## src/design/render_qos_rate_estimator_defines.svh

```systemverilog
// assertion macros for the render qos rate estimator
`ifndef RENDER_QOS_RATE_ESTIMATOR_DEFINES_SVH
`define RENDER_QOS_RATE_ESTIMATOR_DEFINES_SVH

// same-cycle implication
`define RQE_ASSERT_IMP(label, clk, rst, ante, cons) \
   label: assert property (@(posedge clk) disable iff (rst) (ante) |-> (cons)) \
      else $error("rqe check failed");

// next-cycle implication
`define RQE_ASSERT_NXT(label, clk, rst, ante, cons) \
   label: assert property (@(posedge clk) disable iff (rst) (ante) |=> (cons)) \
      else $error("rqe check failed");

`endif

```

## src/design/rqe_pkg.sv

```systemverilog
// shared constants and helpers of the render qos rate estimator
package rqe_pkg;
   localparam int TIME_WIDTH_DEFAULT = 48;
   localparam int FIFO_DEPTH = 4;
   localparam int DIV_STEPS = 32;
   localparam logic [31:0] RATE_ONE = 32'h0001_0000;
   localparam logic [31:0] RATE_MAX = 32'hFFFF_FFFF;
   localparam logic [31:0] PROP_NUM = 32'd65536000;
   localparam logic [12:0] PROP_LOW = 13'd200;
   localparam logic [12:0] PROP_HIGH = 13'd5000;
   localparam int WIN_PLAIN_LOG = 3;
   localparam int WIN_FAST_LOG = 2;
   localparam int WIN_SLOW_LOG = 4;
   localparam logic KIND_SAMPLE = 1'b0;
   localparam logic KIND_RESET = 1'b1;

   typedef logic [12:0] prop_type;

   function automatic prop_type clamp_prop(input logic [31:0] q);
      prop_type r;
      if (q < 32'(PROP_LOW)) begin
         r = PROP_LOW;
      end else if (q > 32'(PROP_HIGH)) begin
         r = PROP_HIGH;
      end else begin
         r = q[12:0];
      end
      return r;
   endfunction
endpackage

```

## src/design/rqe_front.sv

```systemverilog
// front end: accepts samples and works out jitter, duration and side times
module rqe_front #(
   parameter int TIME_WIDTH = rqe_pkg::TIME_WIDTH_DEFAULT,
   localparam int TW = TIME_WIDTH,
   localparam int QW = 5 * TIME_WIDTH + 1
) (
   input  logic                 clock,
   input  logic                 reset,
   input  logic signed [TW-1:0] sst,
   input  logic                 req_tvalid,
   output logic                 req_tready,
   input  logic                 req_kind,
   input  logic signed [TW-1:0] req_start,
   input  logic signed [TW-1:0] req_stop,
   input  logic signed [TW-1:0] req_now,
   input  logic                 q_full,
   output logic                 q_push,
   output logic [QW-1:0]        q_data
);
   typedef enum logic [2:0] {F_IDLE, F_JIT, F_DUR, F_SIDE, F_PUSH} fstate_type;

   fstate_type state_ff;
   logic kind_ff, famine_ff;
   logic signed [TW-1:0] start_ff, stop_ff, now_ff, d1_ff, jit_ff, dur_ff;
   logic signed [TW-1:0] entered_ff, left_ff, late_ff;
   logic signed [TW-1:0] sum, entered_c, left_c, late_c;

   function automatic logic signed [TW-1:0] sat_fix(input logic signed [TW:0] d);
      logic signed [TW-1:0] r;
      if (d[TW] != d[TW-1]) begin
         r = d[TW] ? {1'b1, {(TW-1){1'b0}}} : {1'b0, {(TW-1){1'b1}}};
      end else begin
         r = d[TW-1:0];
      end
      return r;
   endfunction

   always_comb begin
      sum = start_ff + jit_ff;
      if (jit_ff[TW-1]) begin
         entered_c = sum[TW-1] ? '0 : sum;
         left_c = start_ff;
         late_c = sum[TW-1] ? -start_ff : jit_ff;
      end else begin
         entered_c = sat_fix({start_ff[TW-1], start_ff} + {jit_ff[TW-1], jit_ff});
         left_c = entered_c;
         late_c = sat_fix({jit_ff[TW-1], jit_ff} + {dur_ff[TW-1], dur_ff});
      end
   end

   assign req_tready = (state_ff == F_IDLE);
   assign q_push = (state_ff == F_PUSH) && !q_full;
   assign q_data = {start_ff[TW-2:0], late_ff, left_ff, entered_ff, dur_ff, famine_ff, kind_ff};

   always_ff @(posedge clock) begin
      if (reset) begin
         state_ff <= F_IDLE;
      end else begin
         case (state_ff)
            F_IDLE: begin
               if (req_tvalid) begin
                  kind_ff <= req_kind;
                  start_ff <= req_start;
                  stop_ff <= req_stop;
                  now_ff <= req_now;
                  state_ff <= F_JIT;
               end
            end
            F_JIT: begin
               d1_ff <= sat_fix({now_ff[TW-1], now_ff} - {sst[TW-1], sst});
               if (kind_ff == rqe_pkg::KIND_RESET) begin
                  state_ff <= F_PUSH;
               end else if (start_ff[TW-1]) begin
                  state_ff <= F_IDLE;
               end else begin
                  state_ff <= F_DUR;
               end
            end
            F_DUR: begin
               jit_ff <= sat_fix({d1_ff[TW-1], d1_ff} - {start_ff[TW-1], start_ff});
               dur_ff <= (stop_ff > start_ff) ? stop_ff - start_ff : '0;
               state_ff <= F_SIDE;
            end
            F_SIDE: begin
               entered_ff <= entered_c;
               left_ff <= left_c;
               late_ff <= late_c;
               famine_ff <= !jit_ff[TW-1] && (jit_ff != '0);
               state_ff <= F_PUSH;
            end
            F_PUSH: begin
               if (!q_full) begin
                  state_ff <= F_IDLE;
               end
            end
            default: state_ff <= F_IDLE;
         endcase
      end
   end
endmodule

```

## src/design/rqe_fifo.sv

```systemverilog
// short queue between front and back
module rqe_fifo #(
   parameter int WIDTH = 8,
   parameter int DEPTH = rqe_pkg::FIFO_DEPTH,
   localparam int AW = $clog2(DEPTH)
) (
   input  logic             clock,
   input  logic             reset,
   input  logic             push,
   input  logic [WIDTH-1:0] push_data,
   output logic             full,
   input  logic             pop,
   output logic [WIDTH-1:0] pop_data,
   output logic             empty
);
   logic [WIDTH-1:0] mem [DEPTH];
   logic [AW-1:0] wr_ff, rd_ff;
   logic [AW:0] count_ff;

   assign full = (count_ff == (AW+1)'(DEPTH));
   assign empty = (count_ff == '0);
   assign pop_data = mem[rd_ff];

   always_ff @(posedge clock) begin
      if (push) begin
         mem[wr_ff] <= push_data;
      end
   end

   always_ff @(posedge clock) begin
      if (reset) begin
         wr_ff <= '0;
         rd_ff <= '0;
         count_ff <= '0;
      end else begin
         if (push) begin
            wr_ff <= (wr_ff == AW'(DEPTH - 1)) ? '0 : wr_ff + 1'b1;
         end
         if (pop) begin
            rd_ff <= (rd_ff == AW'(DEPTH - 1)) ? '0 : rd_ff + 1'b1;
         end
         if (push && !pop) begin
            count_ff <= count_ff + 1'b1;
         end else if (pop && !push) begin
            count_ff <= count_ff - 1'b1;
         end
      end
   end
endmodule

```

## src/design/rqe_div.sv

```systemverilog
// shared restoring divider, one quotient bit per cycle
module rqe_div #(
   parameter int TIME_WIDTH = rqe_pkg::TIME_WIDTH_DEFAULT,
   localparam int TW = TIME_WIDTH,
   localparam int STEPS = rqe_pkg::DIV_STEPS,
   localparam int CW = $clog2(STEPS + 1)
) (
   input  logic             clock,
   input  logic             reset,
   input  logic             start,
   input  logic [TW-1:0]    rem_init,
   input  logic [STEPS-1:0] low_bits,
   input  logic [TW-1:0]    den,
   output logic             done,
   output logic [STEPS-1:0] quot
);
   logic [TW-1:0] rem_ff, den_ff;
   logic [STEPS-1:0] low_ff, quot_ff;
   logic [CW-1:0] cnt_ff;
   logic busy_ff, done_ff;
   logic [TW:0] sh, diff;
   logic take;

   assign sh = {rem_ff, low_ff[STEPS-1]};
   assign diff = sh - {1'b0, den_ff};
   assign take = (sh >= {1'b0, den_ff});
   assign done = done_ff;
   assign quot = quot_ff;

   always_ff @(posedge clock) begin
      if (reset) begin
         busy_ff <= 1'b0;
         done_ff <= 1'b0;
         cnt_ff <= '0;
      end else begin
         done_ff <= 1'b0;
         if (start) begin
            busy_ff <= 1'b1;
            cnt_ff <= '0;
            rem_ff <= rem_init;
            low_ff <= low_bits;
            den_ff <= den;
         end else if (busy_ff) begin
            rem_ff <= take ? diff[TW-1:0] : sh[TW-1:0];
            quot_ff <= {quot_ff[STEPS-2:0], take};
            low_ff <= {low_ff[STEPS-2:0], 1'b0};
            cnt_ff <= cnt_ff + 1'b1;
            if (cnt_ff == CW'(STEPS - 1)) begin
               busy_ff <= 1'b0;
               done_ff <= 1'b1;
            end
         end
      end
   end
endmodule

```

## src/design/rqe_back.sv

```systemverilog
// back end: running averages, rate, proportion and result register
module rqe_back #(
   parameter int TIME_WIDTH = rqe_pkg::TIME_WIDTH_DEFAULT,
   localparam int TW = TIME_WIDTH,
   localparam int QW = 5 * TIME_WIDTH + 1
) (
   input  logic                 clock,
   input  logic                 reset,
   input  logic                 q_empty,
   input  logic [QW-1:0]        q_data,
   output logic                 q_pop,
   output logic                 rsp_tvalid,
   input  logic                 rsp_tready,
   output logic                 rsp_famine,
   output rqe_pkg::prop_type    rsp_proportion,
   output logic signed [TW-1:0] rsp_lateness,
   output logic [TW-2:0]        rsp_timestamp
);
   typedef enum logic [3:0] {
      B_IDLE, B_PT, B_APT, B_RCHK, B_RWAIT, B_RAVG, B_FIN, B_PWAIT, B_EMIT
   } bstate_type;

   bstate_type state_ff;
   logic [QW-1:0] ent_ff;
   logic e_rst, e_famine;
   logic signed [TW-1:0] e_dur, e_entered, e_left, e_late;
   logic [TW-2:0] e_start;
   logic signed [TW-1:0] last_leave_ff, avg_dur_ff, avg_pt_ff, pt_ff;
   logic [31:0] avg_rate_ff, rate_ff;
   logic rate_valid_ff, had_last_ff;
   rqe_pkg::prop_type prop_ff;
   logic rsp_valid_ff, famine_ff;
   rqe_pkg::prop_type out_prop_ff;
   logic signed [TW-1:0] out_late_ff;
   logic [TW-2:0] out_ts_ff;
   logic div_go_ff, div_done;
   logic [TW-1:0] div_rem_ff, div_den_ff;
   logic [31:0] div_low_ff, div_quot;
   logic [35:0] ravg_fast, ravg_slow;
   logic rate_zero, rate_sat, div_go_in, rsp_valid_in;

   assign {e_start, e_late, e_left, e_entered, e_dur, e_famine, e_rst} = ent_ff;

   function automatic logic [TW-1:0] run8(input logic [TW-1:0] avg, input logic [TW-1:0] val);
      logic [TW+2:0] s;
      s = {3'b0, val} + {avg, 3'b0} - {3'b0, avg};
      return s[TW+2:rqe_pkg::WIN_PLAIN_LOG];
   endfunction

   assign ravg_fast = 36'(rate_ff) + {2'b0, avg_rate_ff, 2'b0} - 36'(avg_rate_ff);
   assign ravg_slow = 36'(rate_ff) + {avg_rate_ff, 4'b0} - 36'(avg_rate_ff);

   assign rate_zero = avg_dur_ff[TW-1] || avg_dur_ff == '0 || avg_pt_ff[TW-1] || avg_pt_ff == '0;
   // quotient of the rate would not fit 16 integer bits
   assign rate_sat = ({16'b0, avg_pt_ff} >= {avg_dur_ff, 16'b0});
   assign div_go_in = ((state_ff == B_RCHK) && !rate_zero && !rate_sat) ||
                      ((state_ff == B_FIN) && rate_valid_ff && (avg_rate_ff != '0));
   assign rsp_valid_in = (state_ff == B_EMIT) || (rsp_valid_ff && !rsp_tready);

   assign q_pop = (state_ff == B_IDLE) && !q_empty;
   assign rsp_tvalid = rsp_valid_ff;
   assign rsp_famine = famine_ff;
   assign rsp_proportion = out_prop_ff;
   assign rsp_lateness = out_late_ff;
   assign rsp_timestamp = out_ts_ff;

   rqe_div #(.TIME_WIDTH(TIME_WIDTH)) u_div (
      .clock(clock), .reset(reset), .start(div_go_ff), .rem_init(div_rem_ff),
      .low_bits(div_low_ff), .den(div_den_ff), .done(div_done), .quot(div_quot)
   );

   always_ff @(posedge clock) begin
      if (reset) begin
         state_ff <= B_IDLE;
         last_leave_ff <= '1;
         avg_dur_ff <= '1;
         avg_pt_ff <= '1;
         avg_rate_ff <= '0;
         rate_valid_ff <= 1'b0;
         rsp_valid_ff <= 1'b0;
         div_go_ff <= 1'b0;
      end else begin
         div_go_ff <= div_go_in;
         rsp_valid_ff <= rsp_valid_in;
         case (state_ff)
            B_IDLE: begin
               if (!q_empty) begin
                  ent_ff <= q_data;
                  state_ff <= B_PT;
               end
            end
            B_PT: begin
               if (e_rst == rqe_pkg::KIND_RESET) begin
                  last_leave_ff <= '1;
                  avg_dur_ff <= '1;
                  avg_pt_ff <= '1;
                  avg_rate_ff <= '0;
                  rate_valid_ff <= 1'b0;
                  state_ff <= B_IDLE;
               end else begin
                  had_last_ff <= !last_leave_ff[TW-1];
                  if (!last_leave_ff[TW-1]) begin
                     pt_ff <= (e_entered > last_leave_ff) ? e_entered - last_leave_ff : '0;
                  end else begin
                     pt_ff <= avg_pt_ff;
                  end
                  avg_dur_ff <= avg_dur_ff[TW-1] ? e_dur : run8(avg_dur_ff, e_dur);
                  state_ff <= B_APT;
               end
            end
            B_APT: begin
               avg_pt_ff <= (avg_pt_ff[TW-1] || pt_ff[TW-1]) ? pt_ff : run8(avg_pt_ff, pt_ff);
               last_leave_ff <= e_left;
               state_ff <= had_last_ff ? B_RCHK : B_FIN;
            end
            B_RCHK: begin
               if (rate_zero) begin
                  rate_ff <= '0;
                  state_ff <= B_RAVG;
               end else if (rate_sat) begin
                  rate_ff <= rqe_pkg::RATE_MAX;
                  state_ff <= B_RAVG;
               end else begin
                  div_rem_ff <= TW'(avg_pt_ff[TW-1:16]);
                  div_low_ff <= {avg_pt_ff[15:0], 16'b0};
                  div_den_ff <= avg_dur_ff;
                  state_ff <= B_RWAIT;
               end
            end
            B_RWAIT: begin
               if (div_done) begin
                  rate_ff <= div_quot;
                  state_ff <= B_RAVG;
               end
            end
            B_RAVG: begin
               if (!rate_valid_ff) begin
                  avg_rate_ff <= rate_ff;
                  rate_valid_ff <= 1'b1;
               end else if (rate_ff > rqe_pkg::RATE_ONE) begin
                  avg_rate_ff <= ravg_fast[33:rqe_pkg::WIN_FAST_LOG];
               end else begin
                  avg_rate_ff <= ravg_slow[35:rqe_pkg::WIN_SLOW_LOG];
               end
               state_ff <= B_FIN;
            end
            B_FIN: begin
               if (!rate_valid_ff) begin
                  state_ff <= B_IDLE;
               end else if (avg_rate_ff == '0) begin
                  prop_ff <= rqe_pkg::PROP_HIGH;
                  state_ff <= B_EMIT;
               end else begin
                  div_rem_ff <= '0;
                  div_low_ff <= rqe_pkg::PROP_NUM;
                  div_den_ff <= TW'(avg_rate_ff);
                  state_ff <= B_PWAIT;
               end
            end
            B_PWAIT: begin
               if (div_done) begin
                  prop_ff <= rqe_pkg::clamp_prop(div_quot);
                  state_ff <= B_EMIT;
               end
            end
            B_EMIT: begin
               if (!rsp_valid_ff || rsp_tready) begin
                  famine_ff <= e_famine;
                  out_prop_ff <= prop_ff;
                  out_late_ff <= e_late;
                  out_ts_ff <= e_start;
                  state_ff <= B_IDLE;
               end
            end
            default: state_ff <= B_IDLE;
         endcase
      end
   end
endmodule

```

## src/design/render_qos_rate_estimator.sv

```systemverilog
// top level of the render qos rate estimator
//
//   channel  direction  tdata (low bit up)                        tuser
//   req      in         start_time, stop_time, now_time           kind
//   rsp      out        proportion, lateness, timestamp           famine
//   csr      in         stream_start_time                         -
//
// front takes one word at a time and drops a sample with a negative start before the queue
// in the back a reset word only clears the statistics, and a sample with a result may wait
// on the 32-step divider shared by the rate and the proportion
// reset is synchronous and clears all statistics; no clearing pass
// a stalled rsp holds its word while the front keeps filling the 4-word queue
`include "render_qos_rate_estimator_defines.svh"
module render_qos_rate_estimator #(
   parameter int TIME_WIDTH = rqe_pkg::TIME_WIDTH_DEFAULT,
   localparam int TW = TIME_WIDTH,
   localparam int IN_W = ((3 * TIME_WIDTH + 7) / 8) * 8,
   localparam int OUT_W = ((2 * TIME_WIDTH + 12 + 7) / 8) * 8,
   localparam int QW = 5 * TIME_WIDTH + 1
) (
   input  logic             clock,
   input  logic             reset,
   input  logic             req_tvalid,
   output logic             req_tready,
   input  logic [IN_W-1:0]  req_tdata,   // start_time, stop_time, now_time
   input  logic             req_tuser,   // kind
   output logic             rsp_tvalid,
   input  logic             rsp_tready,
   output logic [OUT_W-1:0] rsp_tdata,   // proportion, lateness, timestamp
   output logic             rsp_tuser,   // famine
   input  logic             csr_valid,
   output logic             csr_ready,
   input  logic [TW-1:0]    csr_data
);
   logic signed [TW-1:0] sst_ff;
   logic q_push, q_full, q_pop, q_empty;
   logic [QW-1:0] q_wdata, q_rdata;
   rqe_pkg::prop_type prop;
   logic signed [TW-1:0] late;
   logic [TW-2:0] ts;

   assign csr_ready = 1'b1;

   always_ff @(posedge clock) begin
      if (reset) begin
         sst_ff <= '0;
      end else if (csr_valid) begin
         sst_ff <= csr_data;
      end
   end

   rqe_front #(.TIME_WIDTH(TIME_WIDTH)) u_front (
      .clock(clock), .reset(reset), .sst(sst_ff),
      .req_tvalid(req_tvalid), .req_tready(req_tready), .req_kind(req_tuser),
      .req_start(req_tdata[TW-1:0]), .req_stop(req_tdata[2*TW-1:TW]),
      .req_now(req_tdata[3*TW-1:2*TW]),
      .q_full(q_full), .q_push(q_push), .q_data(q_wdata)
   );

   rqe_fifo #(.WIDTH(QW), .DEPTH(rqe_pkg::FIFO_DEPTH)) u_fifo (
      .clock(clock), .reset(reset), .push(q_push), .push_data(q_wdata), .full(q_full),
      .pop(q_pop), .pop_data(q_rdata), .empty(q_empty)
   );

   rqe_back #(.TIME_WIDTH(TIME_WIDTH)) u_back (
      .clock(clock), .reset(reset), .q_empty(q_empty), .q_data(q_rdata), .q_pop(q_pop),
      .rsp_tvalid(rsp_tvalid), .rsp_tready(rsp_tready), .rsp_famine(rsp_tuser),
      .rsp_proportion(prop), .rsp_lateness(late), .rsp_timestamp(ts)
   );

   assign rsp_tdata = OUT_W'({ts, late, prop});

   `RQE_ASSERT_IMP(a_no_overfill, clock, reset, q_push, !q_full)
   `RQE_ASSERT_IMP(a_no_underrun, clock, reset, q_pop, !q_empty)
   `RQE_ASSERT_NXT(a_push_lands, clock, reset, q_push, !q_empty)
   `RQE_ASSERT_IMP(a_prop_range, clock, reset, rsp_tvalid,
      prop >= rqe_pkg::PROP_LOW && prop <= rqe_pkg::PROP_HIGH)
endmodule
```

## config.mk

```make
export PLATFORM = sky130hd
export DESIGN_NAME = render_qos_rate_estimator
export DESIGN_NICKNAME = d
export VERILOG_FILES = /design/src/design/rqe_pkg.sv /design/src/design/rqe_front.sv /design/src/design/rqe_fifo.sv /design/src/design/rqe_div.sv /design/src/design/rqe_back.sv /design/src/design/render_qos_rate_estimator.sv
export VERILOG_INCLUDE_DIRS = /design/src /design/src/design
export SDC_FILE = /design/constraint.sdc
export NUM_CORES = 2
export LEC_CHECK = 0
export BUFFER_PORTS_ARGS = -buffer_cell sky130_fd_sc_hd__buf_2
export CORE_UTILIZATION = 50
export CTS_CLUSTER_SIZE = 20
export DETAILED_ROUTE_END_ITERATION = 10
export PLACE_DENSITY = 0.66
export SYNTH_ARGS = -nofsm -noshare
export SYNTH_HDL_FRONTEND = slang
export SYNTH_SLANG_ARGS = --single-unit
```

## constraint.sdc

```tcl
create_clock -name clock -period 17.8 [get_ports clock]
set_input_delay 3.56 -clock clock [delete_from_list [all_inputs] [get_ports clock]]
set_output_delay 3.56 -clock clock [all_outputs]
set_load 0.01 [all_outputs]
```

After elaboration in Yosys (flattened, before gate mapping)
Memory sizes are Yosys's and may differ from the RTL's. A register that Yosys moved wholly into a read port is not among the register bits.
Cells that the tools add are included.
{"block": "op_classes", "addsub": 22, "multipliers": 0, "div_mod_pow": 0, "n_lt_le_gt_ge": 7, "n_eq_ne": 33, "n_shift": 0, "muxes": 83, "bitwise": 5, "n_reduce_logical": 61}
{"op": "48-bit 2-to-1 mux", "n": 29}
{"op": "32-bit 2-to-1 mux", "n": 12}
{"op": "48-bit case mux with 2 select lines", "n": 4}
{"op": "32-bit case mux with 2 select lines", "n": 3}
{"op": "48-bit subtractor", "n": 3}
{"op": "48-bit by 51-bit adder with 51-bit output", "n": 2}
{"op": "51-bit by 48-bit subtractor with 51-bit output", "n": 2}
{"op": "48-bit by 48-bit adder with 49-bit output", "n": 2}
{"op": "48-bit by 48-bit subtractor with 49-bit output", "n": 2}
{"op": "48-bit greater-than comparator", "n": 2}
{"op": "48-bit logical NOT", "n": 2}
{"op": "13-bit 2-to-1 mux", "n": 5}
{"op": "48-bit by 64-bit >= comparator with 1-bit output", "n": 1}
{"op": "49-bit by 48-bit >= comparator with 1-bit output", "n": 1}
{"op": "48-bit adder", "n": 1}
{"op": "48-bit negation", "n": 1}
{"op": "48-bit nonzero test", "n": 1}
{"op": "47-bit 2-to-1 mux", "n": 1}
{"op": "32-bit by 36-bit adder with 36-bit output", "n": 1}
{"op": "4-bit case mux with 9 select lines", "n": 1}
{"op": "36-bit by 32-bit subtractor with 36-bit output", "n": 1}
{"op": "32-bit by 34-bit adder with 34-bit output", "n": 1}
{"op": "34-bit by 32-bit subtractor with 34-bit output", "n": 1}
{"op": "32-bit by 13-bit greater-than comparator with 1-bit output (second input constant)", "n": 1}
{"op": "other kinds (42)", "n": 131}
{"block": "word_totals", "regBits": 1174, "latchBits": 0, "ramBits": 964, "romBits": 0, "inputBits": 198, "elab_cells": 254, "memories": 1}
{"memory": "u_fifo.mem", "words": 4, "word_bits": 241, "rd": 1, "rd_ports_with_merged_regs": 1, "wr": 1, "line_no": "rqe_fifo.sv:16", "text": "logic [WIDTH-1:0] mem [DEPTH];"}

Longest topological paths before layout
{"block": "logic_depth", "word_depth": 8, "depth_mapped": 17, "mapped_depth_nobuf": 15}

Cells and area by module
A second synthesis with hierarchy kept.
{"block": "hier_totals", "cells_unflattened": 9793, "hier_area_um2": 120495.6}
{"module": "rqe_back", "instances": 1, "cells_per_inst": 4107, "area_per_inst_um2": 42035.3, "seq_area_each_um2": 19879.1}
{"module": "rqe_fifo", "instances": 1, "cells_per_inst": 1303, "area_per_inst_um2": 35216.3, "seq_area_each_um2": 29127.9}
{"module": "rqe_front", "instances": 1, "cells_per_inst": 3337, "area_per_inst_um2": 31781.7, "seq_area_each_um2": 13092.6}
{"module": "rqe_div", "instances": 1, "cells_per_inst": 884, "area_per_inst_um2": 9688.0, "seq_area_each_um2": 4964.8}
{"module": "render_qos_rate_estimator", "instances": 1, "cells_per_inst": 162, "area_per_inst_um2": 1774.2, "seq_area_each_um2": 960.9}

Worst setup path after synthesis
Ideal clock, no wire load.
{"block": "synth_timing", "kind": "input-to-reg", "from": "in reset", "to": "reg u_back.ent_ff[0] (read register of u_fifo.mem), enable pin", "setup_time_ps": 848, "arrival_time_ps": 14328, "t_required_ps": 16952, "path_slack_ps": 2623, "path_stages": 5, "cell_sequence": "clkbuf_1 clkbuf_1 clkbuf_1 clkbuf_1 nor2_1"}
{"block": "synth_between", "elab_chain_len": 2}
{"element": "start: declaration", "line_no": "render_qos_rate_estimator.sv:22", "text": "input logic reset,"}
{"element": "1-bit inverter (no source line)"}
{"element": "3-bit AND reduction (no source line)"}
{"element": "end: declaration", "line_no": "rqe_back.sv:24", "text": "logic [QW-1:0] ent_ff;"}
Every way passes these cells.
A chain may end at the register's enable or synchronous reset.

Final worst setup path
{"block": "layout_timing", "from": "in reset", "to": "reg u_back.ent_ff[217] (read register of u_fifo.mem), enable pin"}
The elaborated chain is that of the path after synthesis.

==> impl_metrics.ini <==
[status]
status = completed

[worst_setup_path]
worstPathRequired_ns = 18.31
crit_fanout = 66
critPathKind = input pin to register
cp_data_arrival_time_ns = 7.06
startpoint_type = input pin
crit_path_end_kind = register

[clocking]
hold_buffers = 0
cts_resized = 0
clk_latency_ns = 0.91
cts_tree = built
cts_root_buf = clkbuf_16
cts_made_buffers = 237
path_clk_slew_ns = 0.06
clk_path_buf_depth = 3
htree_levels = 4
cts_setup_buffers = 0
cts_sinks = 2331

[power_and_ir_drop]
sw_frac_of_total_pct = 30.84
clkPwrFrac_pct = 31.9
p_switching_mw = 4.785
power_density_nw_per_um2 = 118.1
seqPwrFrac_pct = 42.7
leakagePower_nw = 49.92
power.internal_mw = 10.73
peakVddDrop_mv = 0.09560
combPwrFrac_pct = 25.5

[drt]
wl_per_cell_um = 24.28
vias = 77550
vias_per_cell = 5.887
drt_iter0_drc = 6953
drtPass1Iterations = 5
ant_nets = 0
route.detailed.drc = 0
totalWireLength_um = 319800

[global_route]
grt_pass1_wl_um = 476000
grt_max_degree = 146
grt_pass1_vias = 76150
grt_usage_pct = 26.47
antenna_found_initial = 22
grt_overflow = 0

[synth]
synth_ff_type = edfxtp_1
synth-seq-cells = 2331
synth_cells = 9544
synth_xor_area_share_pct = 3.450
synth-compound-area-share_pct = 12.69
muxShareOfSynthArea_pct = 5.668
syn_avg_cell_area_um2 = 12.42
ys_types = 124
synth_top_family_by_area = compound AO/OA/AOI/OAI gates
synthSimpleGateAreaFrac_pct = 8.256
synth_area_um2 = 118600
async_flop_share_pct = 0
synthAdderAreaFrac_pct = 8.872
synth_edf_count = 2082
ys_seq_area_share_pct = 56.94
ys_warn_count = 0

[floorplanning]
die_y_um = 489.0
fp.dieArea_um2 = 239100
initial_utilization_pct = 50.36
core_area_um2 = 235400
die_w_um = 489.0
rows = 178
pin_count = 314

[final_layout]
largest_reg_flops = 964
reg.largest.list = u_fifo.mem x964, u_back.ent_ff x241
nets = 10710
area_delta_synth_final_pct = 10.80
drive_gt1_share_pct = 11.85
largest-register = u_fifo.mem

[sta]
whs_ns = 0.3559
timing.final.crit_share_pct = 36.82
hold_violations = 0
min_period_ns = 6.554
fmax_mhz = 152.6
skew_ns = 0.09453
slew_headroom_pct = 2.771
setup_viol = 0
tns_ns = 0
slew_viol_final = 0
grt_setup_unrepaired = false
tightest_slew_ns = 1.446

[place]
gp_congestion = 0.9932
numPortBuffers = 308
dpl.hpwl_um = 235200

[job]
drv_cap = 0

[hold_path]
hp-class = register to register
-- power by group through the flow --
stage	clock, mW	combinational (mW)	sequential [mW]
2_1_floorplan	0	2.96	6.66
3_3_place_gp	0	3.86	6.73
3_5_place_dp	0	3.90	6.73
4_1_cts	5.03	3.93	6.62
5_1_grt	5.24	4.36	6.64
6_report	4.94	3.96	6.62
-- cells in the mapped netlist, types with 77 or more instances --
| cell type | n | area (um^2) |
|---|---|---|
| nand3_1 | 120 | 600.6 |
| nand2b_1 | 141 | 882.1 |
| mux4_2 | 241 | 5428 |
| a21o_1 | 323 | 2425 |
| ha_1 | 548 | 6857 |
| xnor2_1 | 277 | 2426 |
| o22ai_1 | 113 | 706.9 |
| a21oi_1 | 744 | 3724 |
| nor2b_1 | 77 | 481.7 |
| a31oi_1 | 80 | 500.5 |
| nor3_1 | 135 | 675.7 |
| inv_1 | 874 | 3281 |
| o21ai_0 | 397 | 1987 |
| mux2i_1 | 104 | 1041 |
| edfxtp_1 | 2082 | 62520 |
| clkbuf_1 | 272 | 1021 |
| nor2_1 | 562 | 2110 |
| nand2_1 | 502 | 1884 |
| nand4_1 | 120 | 750.7 |
| dfxtp_1 | 249 | 4985 |
| xor2_1 | 185 | 1620 |
| fa_1 | 157 | 3143 |
| o21ai_1 | 79 | 395.4 |
-- metal layers --
layer | GRT usage (%) | share of wire (%) | up-vias | wire length [um]
li1 | - | - | 36080 | -
met3 | 3.519 | 5.3 | 622 | 17030
met1 | 35.78 | 43 | 38300 | 137300
met5 | 0 | 0.053 | - | 169
met2 | 42.85 | 47 | 2522 | 150200
met4 | 11.54 | 4.7 | 30 | 15070
-- worst max-delay path, cell delays in order --
cell and delay, ns:
buf_6 0.17, nor2_4 0.15, buf_4 0.68, buf_4 0.77, buf_4 0.70, buf_4 0.73
-- per-stage QoR --
step	instances	cell area, um^2	setup WS, ns	util, %	power (mW)
finish	13170	131400	11.25	55.81	15.51
global route	13170	131400	11.03	55.81	16.23
detailed placement	12720	123500	10.27	52.45	10.63
CTS	13170	131400	11.20	55.80	15.58
global placement	12720	123500	10.35	52.45	10.59
floorplan	9547	118600	2.623	-	9.613
-- placed cells by master (no fill, tap or decap), types with 119 or more instances in the layout --
master	netlist	routed
edfxtp_1	2082	2082
inv_1	874	871
a21oi_1	744	741
nor2_1	562	558
ha_1	548	547
nand2_1	502	502
o21ai_0	397	397
a21o_1	323	323
buf_2	49	307
xnor2_1	277	276
dfxtp_1	249	247
mux4_2	241	241
clkbuf_16	0	237
xor2_1	185	185
fa_1	157	157
nand2b_1	141	141
nor3_1	135	130
nand4_1	120	120
nand3_1	120	119
-- cell families (layout without fill, tap and decap cells) --
logic type / Yosys count / count (layout)
and+or+nand+nor: 2003 / 2003
buffers and inverters: 1264 / 1735
muxes: 367 / 367
adders and majority gates: 754 / 754
xor gates and xnor gates: 464 / 464
AOI/OAI and AO/OA: 2359 / 2359
DFF: 2331 / 2331
other: 2 / 9
-- worst paths after layout --
check                                       from                                end  slack [ns]  depth (start not counted)
max reg2reg        u_front.start_ff[0]$_DFFE_PP_   u_front.entered_ff[46]$_DFFE_PP_       11.78                         15
max                                        reset       u_back.ent_ff[217]$_DFFE_PP_       11.25                          6
min reg2reg  u_back.div_den_ff[38]$_SDFFCE_PP0P_  u_back.u_div.den_ff[38]$_DFFE_PP_        0.36                          0
min          u_back.div_den_ff[38]$_SDFFCE_PP0P_  u_back.u_div.den_ff[38]$_DFFE_PP_        0.36                          0
-- layout make-up --
type	instances	area, um^2
Antenna cell	4	10.01
Clock buffer	279	6158
Clock inverter	167	1738
Fill cell	19310	104000
Inverter	876	3288
Multi-Input combinational cell	5952	46340
Sequential cell	2331	67510
Tap cell	3150	3941
Timing Repair Buffer	413	2386
Note: power is estimated with default switching activity, not from simulation.
